## src/design/sha256_stream_hasher_top_defines.svh

```systemverilog
// ----------------------------------------------------------------------------
// assertion macros for the sha-256 stream hasher
// ----------------------------------------------------------------------------
`ifndef SHA256_STREAM_HASHER_TOP_DEFINES_SVH
`define SHA256_STREAM_HASHER_TOP_DEFINES_SVH

`ifndef NO_ASSERTIONS
// implication checked on the same edge
`define SHS_ASSERT_IMP(label, pre, post) \
    label: assert property (@(posedge clk) disable iff (!rst_n) (pre) |-> (post)) \
        else $error("shs check failed");
// implication checked on the next edge
`define SHS_ASSERT_NEXT(label, pre, post) \
    label: assert property (@(posedge clk) disable iff (!rst_n) (pre) |=> (post)) \
        else $error("shs check failed");
`else
`define SHS_ASSERT_IMP(label, pre, post)
`define SHS_ASSERT_NEXT(label, pre, post)
`endif

`endif

```

## src/design/shs_pkg.sv

```systemverilog
// ----------------------------------------------------------------------------
// shs_pkg
// types, constants and round functions of the sha-256 stream hasher
// ----------------------------------------------------------------------------
package shs_pkg;

    // controller states
    typedef enum logic [4:0] {
        ST_IDLE  = 5'b00001,
        ST_PREP  = 5'b00010,
        ST_ROUND = 5'b00100,
        ST_FINAL = 5'b01000,
        ST_OUT   = 5'b10000
    } state_t;

    // source of the sixteen message words of the block being compressed
    typedef enum logic [1:0] {
        BLK_DATA    = 2'd0,
        BLK_PAD     = 2'd1,
        BLK_PAD_LEN = 2'd2,
        BLK_LEN     = 2'd3
    } blk_mode_t;

    localparam logic [7:0] PAD_BYTE = 8'h80;
    localparam logic [5:0] PAD_LIMIT = 6'd55;

    // initial hash values
    function automatic logic [31:0] init_hash(input logic [2:0] idx);
        logic [31:0] v;
        unique case (idx)
            3'd0: v = 32'h6a09e667;
            3'd1: v = 32'hbb67ae85;
            3'd2: v = 32'h3c6ef372;
            3'd3: v = 32'ha54ff53a;
            3'd4: v = 32'h510e527f;
            3'd5: v = 32'h9b05688c;
            3'd6: v = 32'h1f83d9ab;
            default: v = 32'h5be0cd19;
        endcase
        return v;
    endfunction

    // round constants
    function automatic logic [31:0] round_const(input logic [5:0] r);
        logic [31:0] k;
        unique case (r)
            6'd0:  k = 32'h428a2f98; 6'd1:  k = 32'h71374491;
            6'd2:  k = 32'hb5c0fbcf; 6'd3:  k = 32'he9b5dba5;
            6'd4:  k = 32'h3956c25b; 6'd5:  k = 32'h59f111f1;
            6'd6:  k = 32'h923f82a4; 6'd7:  k = 32'hab1c5ed5;
            6'd8:  k = 32'hd807aa98; 6'd9:  k = 32'h12835b01;
            6'd10: k = 32'h243185be; 6'd11: k = 32'h550c7dc3;
            6'd12: k = 32'h72be5d74; 6'd13: k = 32'h80deb1fe;
            6'd14: k = 32'h9bdc06a7; 6'd15: k = 32'hc19bf174;
            6'd16: k = 32'he49b69c1; 6'd17: k = 32'hefbe4786;
            6'd18: k = 32'h0fc19dc6; 6'd19: k = 32'h240ca1cc;
            6'd20: k = 32'h2de92c6f; 6'd21: k = 32'h4a7484aa;
            6'd22: k = 32'h5cb0a9dc; 6'd23: k = 32'h76f988da;
            6'd24: k = 32'h983e5152; 6'd25: k = 32'ha831c66d;
            6'd26: k = 32'hb00327c8; 6'd27: k = 32'hbf597fc7;
            6'd28: k = 32'hc6e00bf3; 6'd29: k = 32'hd5a79147;
            6'd30: k = 32'h06ca6351; 6'd31: k = 32'h14292967;
            6'd32: k = 32'h27b70a85; 6'd33: k = 32'h2e1b2138;
            6'd34: k = 32'h4d2c6dfc; 6'd35: k = 32'h53380d13;
            6'd36: k = 32'h650a7354; 6'd37: k = 32'h766a0abb;
            6'd38: k = 32'h81c2c92e; 6'd39: k = 32'h92722c85;
            6'd40: k = 32'ha2bfe8a1; 6'd41: k = 32'ha81a664b;
            6'd42: k = 32'hc24b8b70; 6'd43: k = 32'hc76c51a3;
            6'd44: k = 32'hd192e819; 6'd45: k = 32'hd6990624;
            6'd46: k = 32'hf40e3585; 6'd47: k = 32'h106aa070;
            6'd48: k = 32'h19a4c116; 6'd49: k = 32'h1e376c08;
            6'd50: k = 32'h2748774c; 6'd51: k = 32'h34b0bcb5;
            6'd52: k = 32'h391c0cb3; 6'd53: k = 32'h4ed8aa4a;
            6'd54: k = 32'h5b9cca4f; 6'd55: k = 32'h682e6ff3;
            6'd56: k = 32'h748f82ee; 6'd57: k = 32'h78a5636f;
            6'd58: k = 32'h84c87814; 6'd59: k = 32'h8cc70208;
            6'd60: k = 32'h90befffa; 6'd61: k = 32'ha4506ceb;
            6'd62: k = 32'hbef9a3f7; default: k = 32'hc67178f2;
        endcase
        return k;
    endfunction

    function automatic logic [31:0] rotr(input logic [31:0] x, input int unsigned n);
        return (x >> n) | (x << (32 - n));
    endfunction

    function automatic logic [31:0] big_sigma0(input logic [31:0] x);
        return rotr(x, 2) ^ rotr(x, 13) ^ rotr(x, 22);
    endfunction

    function automatic logic [31:0] big_sigma1(input logic [31:0] x);
        return rotr(x, 6) ^ rotr(x, 11) ^ rotr(x, 25);
    endfunction

    function automatic logic [31:0] small_sigma0(input logic [31:0] x);
        return rotr(x, 7) ^ rotr(x, 18) ^ (x >> 3);
    endfunction

    function automatic logic [31:0] small_sigma1(input logic [31:0] x);
        return rotr(x, 17) ^ rotr(x, 19) ^ (x >> 10);
    endfunction

    // word holding the pending bytes, the pad byte and zeros
    function automatic logic [31:0] pad_word(input logic [23:0] acc, input logic [1:0] k);
        logic [31:0] v;
        unique case (k)
            2'd0: v = {PAD_BYTE, 24'h0};
            2'd1: v = {acc[7:0], PAD_BYTE, 16'h0};
            2'd2: v = {acc[15:0], PAD_BYTE, 8'h0};
            default: v = {acc[23:0], PAD_BYTE};
        endcase
        return v;
    endfunction

endpackage

```

## src/design/sha256_stream_hasher_top.sv

```systemverilog
// ----------------------------------------------------------------------------
// sha256_stream_hasher_top
// byte-serial sha-256 hasher with a word memory for the block buffer
// ----------------------------------------------------------------------------
// Input channel: in_valid / in_stall carry data_byte, byte_present and
// end_of_message. A request with byte_present set appends data_byte; one with
// end_of_message set closes the message (after its byte, if any).
// Output channel: out_valid / out_stall carry eight digest words, word 0
// first, digest_index counting 0..7 and last_word set on word 7.
// Bytes are taken one per cycle while no block is being compressed. Every
// 64th byte starts a compression: a read of the first block word (ST_PREP),
// 64 rounds at one round per cycle (ST_ROUND), then an add into the chaining
// words (ST_FINAL); in_stall is high throughout, so no byte is taken meanwhile.
// At end of message one or two padded blocks follow, then the eight words
// leave at one per cycle, longer while out_stall is high.
// The round loop and the single read port of the block memory set the rate.
// Input is stalled until the last digest word is taken; the hash, the byte
// and bit counts then return to their reset values and a new message may start.
// Reset (rst_n low) restores the initial hash, clears the byte and bit
// counts and drops out_valid; the block memory needs no clearing.
// ----------------------------------------------------------------------------
`include "sha256_stream_hasher_top_defines.svh"

module sha256_stream_hasher_top (
    input  logic        clk,
    input  logic        rst_n,
    input  logic        in_valid,
    output logic        in_stall,
    input  logic [7:0]  data_byte,
    input  logic        byte_present,
    input  logic        end_of_message,
    output logic        out_valid,
    input  logic        out_stall,
    output logic [31:0] digest_word,
    output logic [2:0]  digest_index,
    output logic        last_word
);
    import shs_pkg::*;

    state_t      state_reg, state_next;
    blk_mode_t   mode_reg, mode_next;
    logic [5:0]  fill_reg, fill_next;
    logic [63:0] bits_reg, bits_next;
    logic [23:0] acc_reg;
    logic        end_reg, end_next;
    logic [5:0]  rnd_reg, rnd_next;
    logic [2:0]  ocnt_reg, ocnt_next;
    logic [31:0] hash_reg [8];
    logic [31:0] var_reg [8];
    logic [31:0] w_reg [16];

    logic [31:0] blk_mem [16];
    logic [31:0] rdata;
    logic [3:0]  raddr;
    logic        mem_we;
    logic [31:0] mem_wdata;

    logic        in_acc;
    logic        out_acc;
    logic [5:0]  fill_inc;
    logic [31:0] word_in;
    logic [31:0] w_cur;
    logic [31:0] t1, t2;

    assign in_acc  = in_valid && !in_stall;
    assign out_acc = out_valid && !out_stall;
    assign in_stall = (state_reg != ST_IDLE);
    assign out_valid = (state_reg == ST_OUT);
    assign digest_word = hash_reg[ocnt_reg];
    assign digest_index = ocnt_reg;
    assign last_word = (ocnt_reg == 3'd7);

    // byte packing into words of the block memory
    assign fill_inc  = fill_reg + 6'd1;
    assign mem_wdata = {acc_reg, data_byte};
    assign mem_we    = in_acc && byte_present && (fill_reg[1:0] == 2'd3);

    // block memory: one write port, one registered read port
    always_ff @(posedge clk)
    begin
        if (mem_we)
        begin
            blk_mem[fill_reg[5:2]] <= mem_wdata;
        end
        rdata <= blk_mem[raddr];
    end

    // next word to read during the first sixteen rounds
    always_comb
    begin
        raddr = 4'd0;
        if (state_reg == ST_ROUND)
        begin
            raddr = rnd_reg[3:0] + 4'd1;
        end
    end

    // message word of the first sixteen rounds, padding merged in
    always_comb
    begin
        word_in = 32'h0;
        unique case (mode_reg)
            BLK_DATA: word_in = rdata;
            BLK_PAD, BLK_PAD_LEN:
            begin
                if (rnd_reg[3:0] < fill_reg[5:2])
                    word_in = rdata;
                else if (rnd_reg[3:0] == fill_reg[5:2])
                    word_in = pad_word(acc_reg, fill_reg[1:0]);
                else if (mode_reg == BLK_PAD_LEN && rnd_reg[3:0] == 4'd14)
                    word_in = bits_reg[63:32];
                else if (mode_reg == BLK_PAD_LEN && rnd_reg[3:0] == 4'd15)
                    word_in = bits_reg[31:0];
                else
                    word_in = 32'h0;
            end
            default:
            begin
                if (rnd_reg[3:0] == 4'd14)
                    word_in = bits_reg[63:32];
                else if (rnd_reg[3:0] == 4'd15)
                    word_in = bits_reg[31:0];
                else
                    word_in = 32'h0;
            end
        endcase
    end

    // round datapath
    always_comb
    begin
        if (rnd_reg[5:4] == 2'd0)
            w_cur = word_in;
        else
            w_cur = small_sigma1(w_reg[14]) + w_reg[9] + small_sigma0(w_reg[1]) + w_reg[0];
        t1 = var_reg[7] + big_sigma1(var_reg[4])
           + ((var_reg[4] & var_reg[5]) ^ (~var_reg[4] & var_reg[6]))
           + round_const(rnd_reg) + w_cur;
        t2 = big_sigma0(var_reg[0])
           + ((var_reg[0] & var_reg[1]) ^ (var_reg[0] & var_reg[2]) ^ (var_reg[1] & var_reg[2]));
    end

    // controller
    always_comb
    begin
        state_next = state_reg;
        mode_next  = mode_reg;
        fill_next  = fill_reg;
        bits_next  = bits_reg;
        end_next   = end_reg;
        rnd_next   = rnd_reg;
        ocnt_next  = ocnt_reg;
        unique case (state_reg)
            ST_IDLE:
            begin
                if (in_acc)
                begin
                    if (byte_present)
                    begin
                        fill_next = fill_inc;
                        bits_next = bits_reg + 64'd8;
                    end
                    if (byte_present && fill_reg == 6'd63)
                    begin
                        mode_next  = BLK_DATA;
                        end_next   = end_of_message;
                        state_next = ST_PREP;
                    end
                    else if (end_of_message)
                    begin
                        mode_next  = (fill_next > PAD_LIMIT) ? BLK_PAD : BLK_PAD_LEN;
                        end_next   = 1'b0;
                        state_next = ST_PREP;
                    end
                end
            end
            ST_PREP:
            begin
                rnd_next   = 6'd0;
                state_next = ST_ROUND;
            end
            ST_ROUND:
            begin
                rnd_next = rnd_reg + 6'd1;
                if (rnd_reg == 6'd63)
                    state_next = ST_FINAL;
            end
            ST_FINAL:
            begin
                priority if (mode_reg == BLK_DATA && end_reg)
                begin
                    mode_next  = BLK_PAD_LEN;
                    end_next   = 1'b0;
                    state_next = ST_PREP;
                end
                else if (mode_reg == BLK_DATA)
                    state_next = ST_IDLE;
                else if (mode_reg == BLK_PAD)
                begin
                    mode_next  = BLK_LEN;
                    state_next = ST_PREP;
                end
                else
                begin
                    ocnt_next  = 3'd0;
                    state_next = ST_OUT;
                end
            end
            default:
            begin
                if (out_acc)
                begin
                    ocnt_next = ocnt_reg + 3'd1;
                    if (ocnt_reg == 3'd7)
                    begin
                        fill_next  = 6'd0;
                        bits_next  = 64'd0;
                        state_next = ST_IDLE;
                    end
                end
            end
        endcase
    end

    // control registers
    always_ff @(posedge clk or negedge rst_n)
    begin
        if (!rst_n)
        begin
            state_reg <= ST_IDLE;
            mode_reg  <= BLK_DATA;
            fill_reg  <= 6'd0;
            bits_reg  <= 64'd0;
            end_reg   <= 1'b0;
            rnd_reg   <= 6'd0;
            ocnt_reg  <= 3'd0;
        end
        else
        begin
            state_reg <= state_next;
            mode_reg  <= mode_next;
            fill_reg  <= fill_next;
            bits_reg  <= bits_next;
            end_reg   <= end_next;
            rnd_reg   <= rnd_next;
            ocnt_reg  <= ocnt_next;
        end
    end

    // chaining words
    always_ff @(posedge clk or negedge rst_n)
    begin
        if (!rst_n)
        begin
            for (int i = 0; i < 8; i++)
                hash_reg[i] <= init_hash(3'(i));
        end
        else if (state_reg == ST_FINAL)
        begin
            for (int i = 0; i < 8; i++)
                hash_reg[i] <= hash_reg[i] + var_reg[i];
        end
        else if (out_acc && last_word)
        begin
            for (int i = 0; i < 8; i++)
                hash_reg[i] <= init_hash(3'(i));
        end
    end

    // working variables, schedule shift line and byte packer
    always_ff @(posedge clk)
    begin
        if (in_acc && byte_present)
            acc_reg <= mem_wdata[23:0];
        if (state_reg == ST_PREP)
        begin
            for (int i = 0; i < 8; i++)
                var_reg[i] <= hash_reg[i];
        end
        else if (state_reg == ST_ROUND)
        begin
            var_reg[7] <= var_reg[6];
            var_reg[6] <= var_reg[5];
            var_reg[5] <= var_reg[4];
            var_reg[4] <= var_reg[3] + t1;
            var_reg[3] <= var_reg[2];
            var_reg[2] <= var_reg[1];
            var_reg[1] <= var_reg[0];
            var_reg[0] <= t1 + t2;
            for (int i = 0; i < 15; i++)
                w_reg[i] <= w_reg[i + 1];
            w_reg[15] <= w_cur;
        end
    end

    // checks
    `SHS_ASSERT_IMP(a_no_input_during_output, out_valid, in_stall)
    `SHS_ASSERT_NEXT(a_full_block_compresses,
        in_acc && byte_present && fill_reg == 6'd63, state_reg == ST_PREP)
    `SHS_ASSERT_NEXT(a_last_word_ends_digest, out_acc && last_word, !out_valid && !in_stall)

endmodule
```

## config.mk

```make
export PLATFORM = sky130hd
export DESIGN_NAME = sha256_stream_hasher_top
export DESIGN_NICKNAME = d
export VERILOG_FILES = /design/src/design/shs_pkg.sv /design/src/design/sha256_stream_hasher_top.sv
export VERILOG_INCLUDE_DIRS = /design/src /design/src/design
export SDC_FILE = /design/constraint.sdc
export NUM_CORES = 2
export LEC_CHECK = 0
export ABC_AREA = 1
export BUFFER_PORTS_ARGS = -buffer_cell sky130_fd_sc_hd__buf_4
export CORE_UTILIZATION = 45
export DETAILED_ROUTE_END_ITERATION = 7
export GPL_TIMING_DRIVEN = 0
export SKIP_CTS_REPAIR_TIMING = 1
export SLEW_MARGIN = 25
export SYNTH_ARGS = -nofsm -noshare
export SYNTH_HDL_FRONTEND = slang
export SYNTH_SLANG_ARGS = --single-unit
export TNS_END_PERCENT = 30
```

## constraint.sdc

```tcl
create_clock -name clk -period 38.3 [get_ports clk]
set_input_delay 7.66 -clock clk [delete_from_list [all_inputs] [get_ports clk]]
set_output_delay 7.66 -clock clk [all_outputs]
set_load 0.01 [all_outputs]
```

# [Word level (Yosys, flattened, before mapping)]
# Memories as Yosys holds them, arrays and structs flattened. A register that Yosys moved wholly into a read port is not among the register bits.
# Cells that the tools add are included.
[word_totals] latch_bits=0 ff_bits=367 romBits=2048 out_inout_bits=38 memories=4 ram_bits=1280 in_bits=14
[memory_table] memory="(name not given)" depth=64 width=32 rd=1 rd_ports_with_merged_regs=0 write_ports=0 line_no="shs_pkg.sv:46" source="unique case (r)"
[memory_table] memory="blk_mem" depth=16 width=32 rd=1 rd_ports_with_merged_regs=1 write_ports=1 line_no="sha256_stream_hasher_top.sv:52" source="logic [31:0] blk_mem [16];"
[memory_table] memory="w_reg" depth=16 width=32 rd=16 rd_ports_with_merged_regs=0 write_ports=16 line_no="sha256_stream_hasher_top.sv:50" source="logic [31:0] w_reg [16];"
[memory_table] memory="var_reg" depth=8 width=32 rd=8 rd_ports_with_merged_regs=0 write_ports=8 line_no="sha256_stream_hasher_top.sv:49" source="logic [31:0] var_reg [8];"
[classes] add_sub_neg=23 n_reduce_logical=31 multipliers=0 shift=0 muxes=71 bitwise_logic=38 n_eq_ne=27 magnitude_cmp=3 n_div=0
[op_table] op="32-bit adder" count=18
[op_table] op="32-bit two-way mux" count=17
[op_table] op="256-bit two-way mux" count=2
[op_table] op="32-bit bitwise XOR" count=9
[op_table] op="64-bit two-way mux" count=4
[op_table] op="32-bit AND" count=5
[op_table] op="64-bit one-hot mux with 2 select lines" count=1
[op_table] op="32-bit binary-select mux with 3-bit select" count=1
[op_table] op="32-bit one-hot mux with 3 select lines" count=1
[op_table] op="64-bit by 4-bit adder with 64-bit output (second input constant)" count=1
[op_table] op="32-bit one-hot mux with 2 select lines" count=1
[op_table] op="5-bit two-way mux" count=9
[op_table] op="6-bit two-way mux" count=6
[op_table] op="32-bit NOT" count=1
[op_table] op="10-bit by 32-bit OR with 32-bit output" count=1
[op_table] op="13-bit by 32-bit OR with 32-bit output" count=1
[op_table] op="14-bit by 32-bit OR with 32-bit output" count=1
[op_table] op="15-bit by 32-bit OR with 32-bit output" count=1
[op_table] op="19-bit by 32-bit OR with 32-bit output" count=1
[op_table] op="21-bit by 32-bit OR with 32-bit output" count=1
[op_table] op="25-bit by 32-bit OR with 32-bit output" count=1
[op_table] op="26-bit by 32-bit OR with 32-bit output" count=1
[op_table] op="30-bit by 32-bit OR with 32-bit output" count=1
[op_table] op="7-bit by 32-bit OR with 32-bit output" count=1
[op_table] op="44 further kinds" count=107

# [Logic depth before layout (Yosys ltp)]
[depth] ltp_word=11 ltp_mapped=49

# [Least setup slack after synthesis]
# Ideal clock, no wire load.
[synth_timing] path_kind="register to register" from="reg state_reg[1]" to="mem w_reg[0][0] (enable)" synth_period_minus_slack_ps=16395 t_required_ps=37224 path_stages_with_launch=9 slack_ps=21905 arrival_ps=15319 n_path_buf=3 cell_sequence="dfrtp_1 inv_2 nand2_1 nor2_1 inv_2 nor3_4 buf_2 clkbuf_1 clkbuf_1"
[synth_lines] element="start, declared" line_no="sha256_stream_hasher_top.sv:40" source="state_t state_reg, state_next;"
[synth_lines] element="start signal, assigned" line_no="sha256_stream_hasher_top.sv:240" source="state_reg <= state_next;"
[synth_lines] element="end, declared" line_no="sha256_stream_hasher_top.sv:50"

# [Final worst setup path]
[layout_timing] from="reg ocnt_reg[0] (netlist: digest_index[0])" to="out digest_word[19]"
[layout_between] elab_chain_len=4
[layout_rtl] element="start, declared" line_no="sha256_stream_hasher_top.sv:47" source="logic [2:0] ocnt_reg, ocnt_next;"
[layout_rtl] element="start signal, assigned" line_no="sha256_stream_hasher_top.sv:246" source="ocnt_reg <= ocnt_next;"
[layout_rtl] element="3-bit NOT with 4-bit output (implied by the code)" line_no="sha256_stream_hasher_top.sv:69" source="assign digest_word = hash_reg[ocnt_reg];"
[layout_rtl] element="32-bit binary-select mux with 3-bit select" line_no="sha256_stream_hasher_top.sv:69"
[layout_rtl] element="32-bit two-way mux (implied by the code) (2 in series)" line_no="sha256_stream_hasher_top.sv:69"
[layout_rtl] element="end, declared" line_no="sha256_stream_hasher_top.sv:34" source="output logic [31:0] digest_word,"
# No other way between the ends. The select of a mux whose other input is x is not followed.

==> impl_metrics.ini <==
[cells_and_area]
layout_commonest_cell = nand2_1
nets = 11170
seqCellArea_sq_um = 48480
final_core_util_pct = 51.13
mostFrequentLayoutCells = nand2_1, edfxtp_1, inv_1
multi_input_area_sq_um = 41170
syn2layout_area_growth_pct = 13.00
final_cells = 13540
postLayoutCellArea_sq_um = 108300
fillers = 19650
post_route_cells_drive_above_1_share_pct = 7.454

[synthesis]
avgSynthCellArea_sq_um = 9.400
synth_nets = 10820
synth.lib_cells_used.distinct = 71
synth_edf_count = 1304
yosysWarnings = 0
ys_seq_area_share_pct = 50.57
synthCells = 10200
synth-async-reset-ratio_pct = 20.29
ys_ff_latch = 1676
synth_ff_type = edfxtp_1
synth_area_sq_um = 95860

[cts]
cts_buffer_depth = 3
cts_root_buf = clkbuf_16
cts_buffers = 188
clock-sinks = 1676
cts_tree = yes
clkLatencyLatePin_ns = 0.91
htreeDepth = 4
clk_pin_slew_worst_paths_ns = 0.07

[place]
place_area_sq_um = 101800
routabilityCongestion = 1.123
place.port_buffers = 51
placed_cells = 13170
dpl.hpwl_um = 342600

[global_route]
antenna_found_initial = 40
grt_usage_pct = 39.10
grt_pass1_wl_um = 589200
grt_max_degree = 86
grt_pass1_vias = 76140
overflow = 0

[critical_path]
r2r_cells = 39
worstPathRequired_ns = 30.64
critPathKind = reg -> out
endpoint_kind = output port
critPathMaxFanout = 10
ff2ff_setup_slack_ns = 25.63
startpoint_type = flip-flop
arrival_ns = 5.04

[job]
maxCapViolations = 0

[timing]
hold_violations = 0
worst_pin_slew_ns = 1.226
finalSetupTns_ns = 0
grt_setup_unrepaired = false
max_freq_ghz = 0.07872
clock_skew_ns = 0.09284
slew_headroom_pct = 17.38
hold_slack_ns = 0.3774
finalCritPeriodShare_pct = 33.17
finalMaxSlewViolations = 0
fin_crit_ns = 12.70
finalSetupViolations = 0

[floorplan]
initial_core_util_pct = 45.24
die_height_um = 463.5
fp.dieW_um = 463.5
coreArea_sq_um = 211900
io_pins = 52
dieArea_sq_um = 214900
rows = 169

[drt]
remaining_drc_errors = 0
drtAntennaViolNets = 0
vias = 82510
drtIter0Drc = 12230
wl_per_cell_um = 31.65
viasPerCell = 6.096
drt_pass1_iterations = 6
drt_wl_total_um = 428400

[hold_path]
hp-class = reg -> reg
holdPathStages = 0

[pwr]
powerDensity_nw_per_um2 = 38.58
p_leak_nw = 45.44
ir_drop_v = 0.00006145

[run_status]
status = complete, no violations
[where the power goes]
group,internal (W),switching (W)
logic,0.0000950,0.000244
registers,0.00194,0.00000206
clock network,0.00108,0.000811
total,0.00312,0.00106
[logic make-up (layout without fill, tap and decap cells)]
kind of cell	after synthesis	after routing	synth area share, %
flops	1676	1676	50.57
mux	4	4	0.04177
fa+ha+maj	615	615	9.552
compound gates	2705	2705	15.95
other cells	0	9	0
simple gates	3051	3051	13.19
buf+inv	1717	2225	6.768
xor+xnor	430	430	3.929
[final cells by class]
type                            count  area share (%)
Sequential cell                  1676           44.75
Multi-Input combinational cell   6805           38.00
Clock buffer                      240           4.617
Inverter                         1319           4.579
Tap cell                         2821           3.258
Timing Repair Buffer              157           1.954
Buffer                            398           1.472
Clock inverter                    111           1.343
Antenna cell                        9         0.02079
[cell usage after synthesis (8+ instances only)]
cell       count  area, sq um
nand2_1     1466         5503
edfxtp_1    1304        39160
inv_1       1292         4850
o21ai_0     1157         5791
nor2_1       957         3592
a21oi_1      750         3754
ha_1         415         5192
clkbuf_1     334         1254
nand3_1      295         1476
xor2_1       228         1997
dfrtp_1      203         5080
xnor2_1      202         1769
fa_1         196         3924
a31oi_1      143        894.6
nor3_1       140        700.7
dfstp_2      137         3600
o211ai_1     129        968.4
o22ai_1      118        738.2
o21bai_1      74        555.5
nand4_1       69        431.7
o21ai_1       58        290.3
or2_2         43        269.0
a221oi_1      38        332.8
a21o_1        34        255.2
a32o_1        33        330.3
buf_2         33        165.2
dfxtp_1       32        640.6
buf_1         31        116.4
o21a_1        31        232.7
nor4_1        26        162.7
a211oi_1      21        157.7
inv_2         20        75.07
o221ai_1      19        166.4
o31ai_1       18        135.1
a21boi_0      17        127.6
a32oi_1       12        105.1
nand3b_1       8        60.06
nor2_4         8        90.09
o2111ai_1      8        70.07
o32ai_1        8        70.07
[layer usage]
layer	routed length, um	GRT usage [%]	share of wire (%)
met1	181700	56.54	42
met4	17470	13.48	4.1
met5	551	0.8244	0.13
met2	169400	53.38	40
met3	59240	14.15	14
[stage by stage]
step                      worst slack, ns  power [W]
after floorplan                     21.90   0.002155
after global placement              15.24   0.002289
after detailed placement            26.07   0.002300
after CTS                           25.98   0.004174
after global routing                25.20   0.004281
final                               25.60   0.004179
[critical path, stage by stage (launching register included)]
cell and delay [ns]:
dfrtp_1 0.48, clkbuf_1 0.23, clkinv_1 0.14, clkbuf_1 0.35, clkbuf_1 0.85, nor2_1 0.13
o21ai_0 0.72, a21oi_1 0.41, a31oi_1 0.66, buf_4 0.24
[final timing paths]
kind | end | from
max | digest_word[19] | digest_index[0]$_DFFE_PN0P_
min | w_reg[6][13]$_DFFE_PP_ | w_reg[6][45]$_DFFE_PP_
max reg2reg | var_reg[0][31]$_DFFE_PP_ | rnd_reg[0]$_DFFE_PN0P_
min reg2reg | w_reg[6][13]$_DFFE_PP_ | w_reg[6][45]$_DFFE_PP_
max in group asynchronous | hash_reg[219]$_DFFE_PN1P_ | rst_n
min in group asynchronous | hash_reg[250]$_DFFE_PN0P_ | rst_n
(Power assumes the default switching activity.)
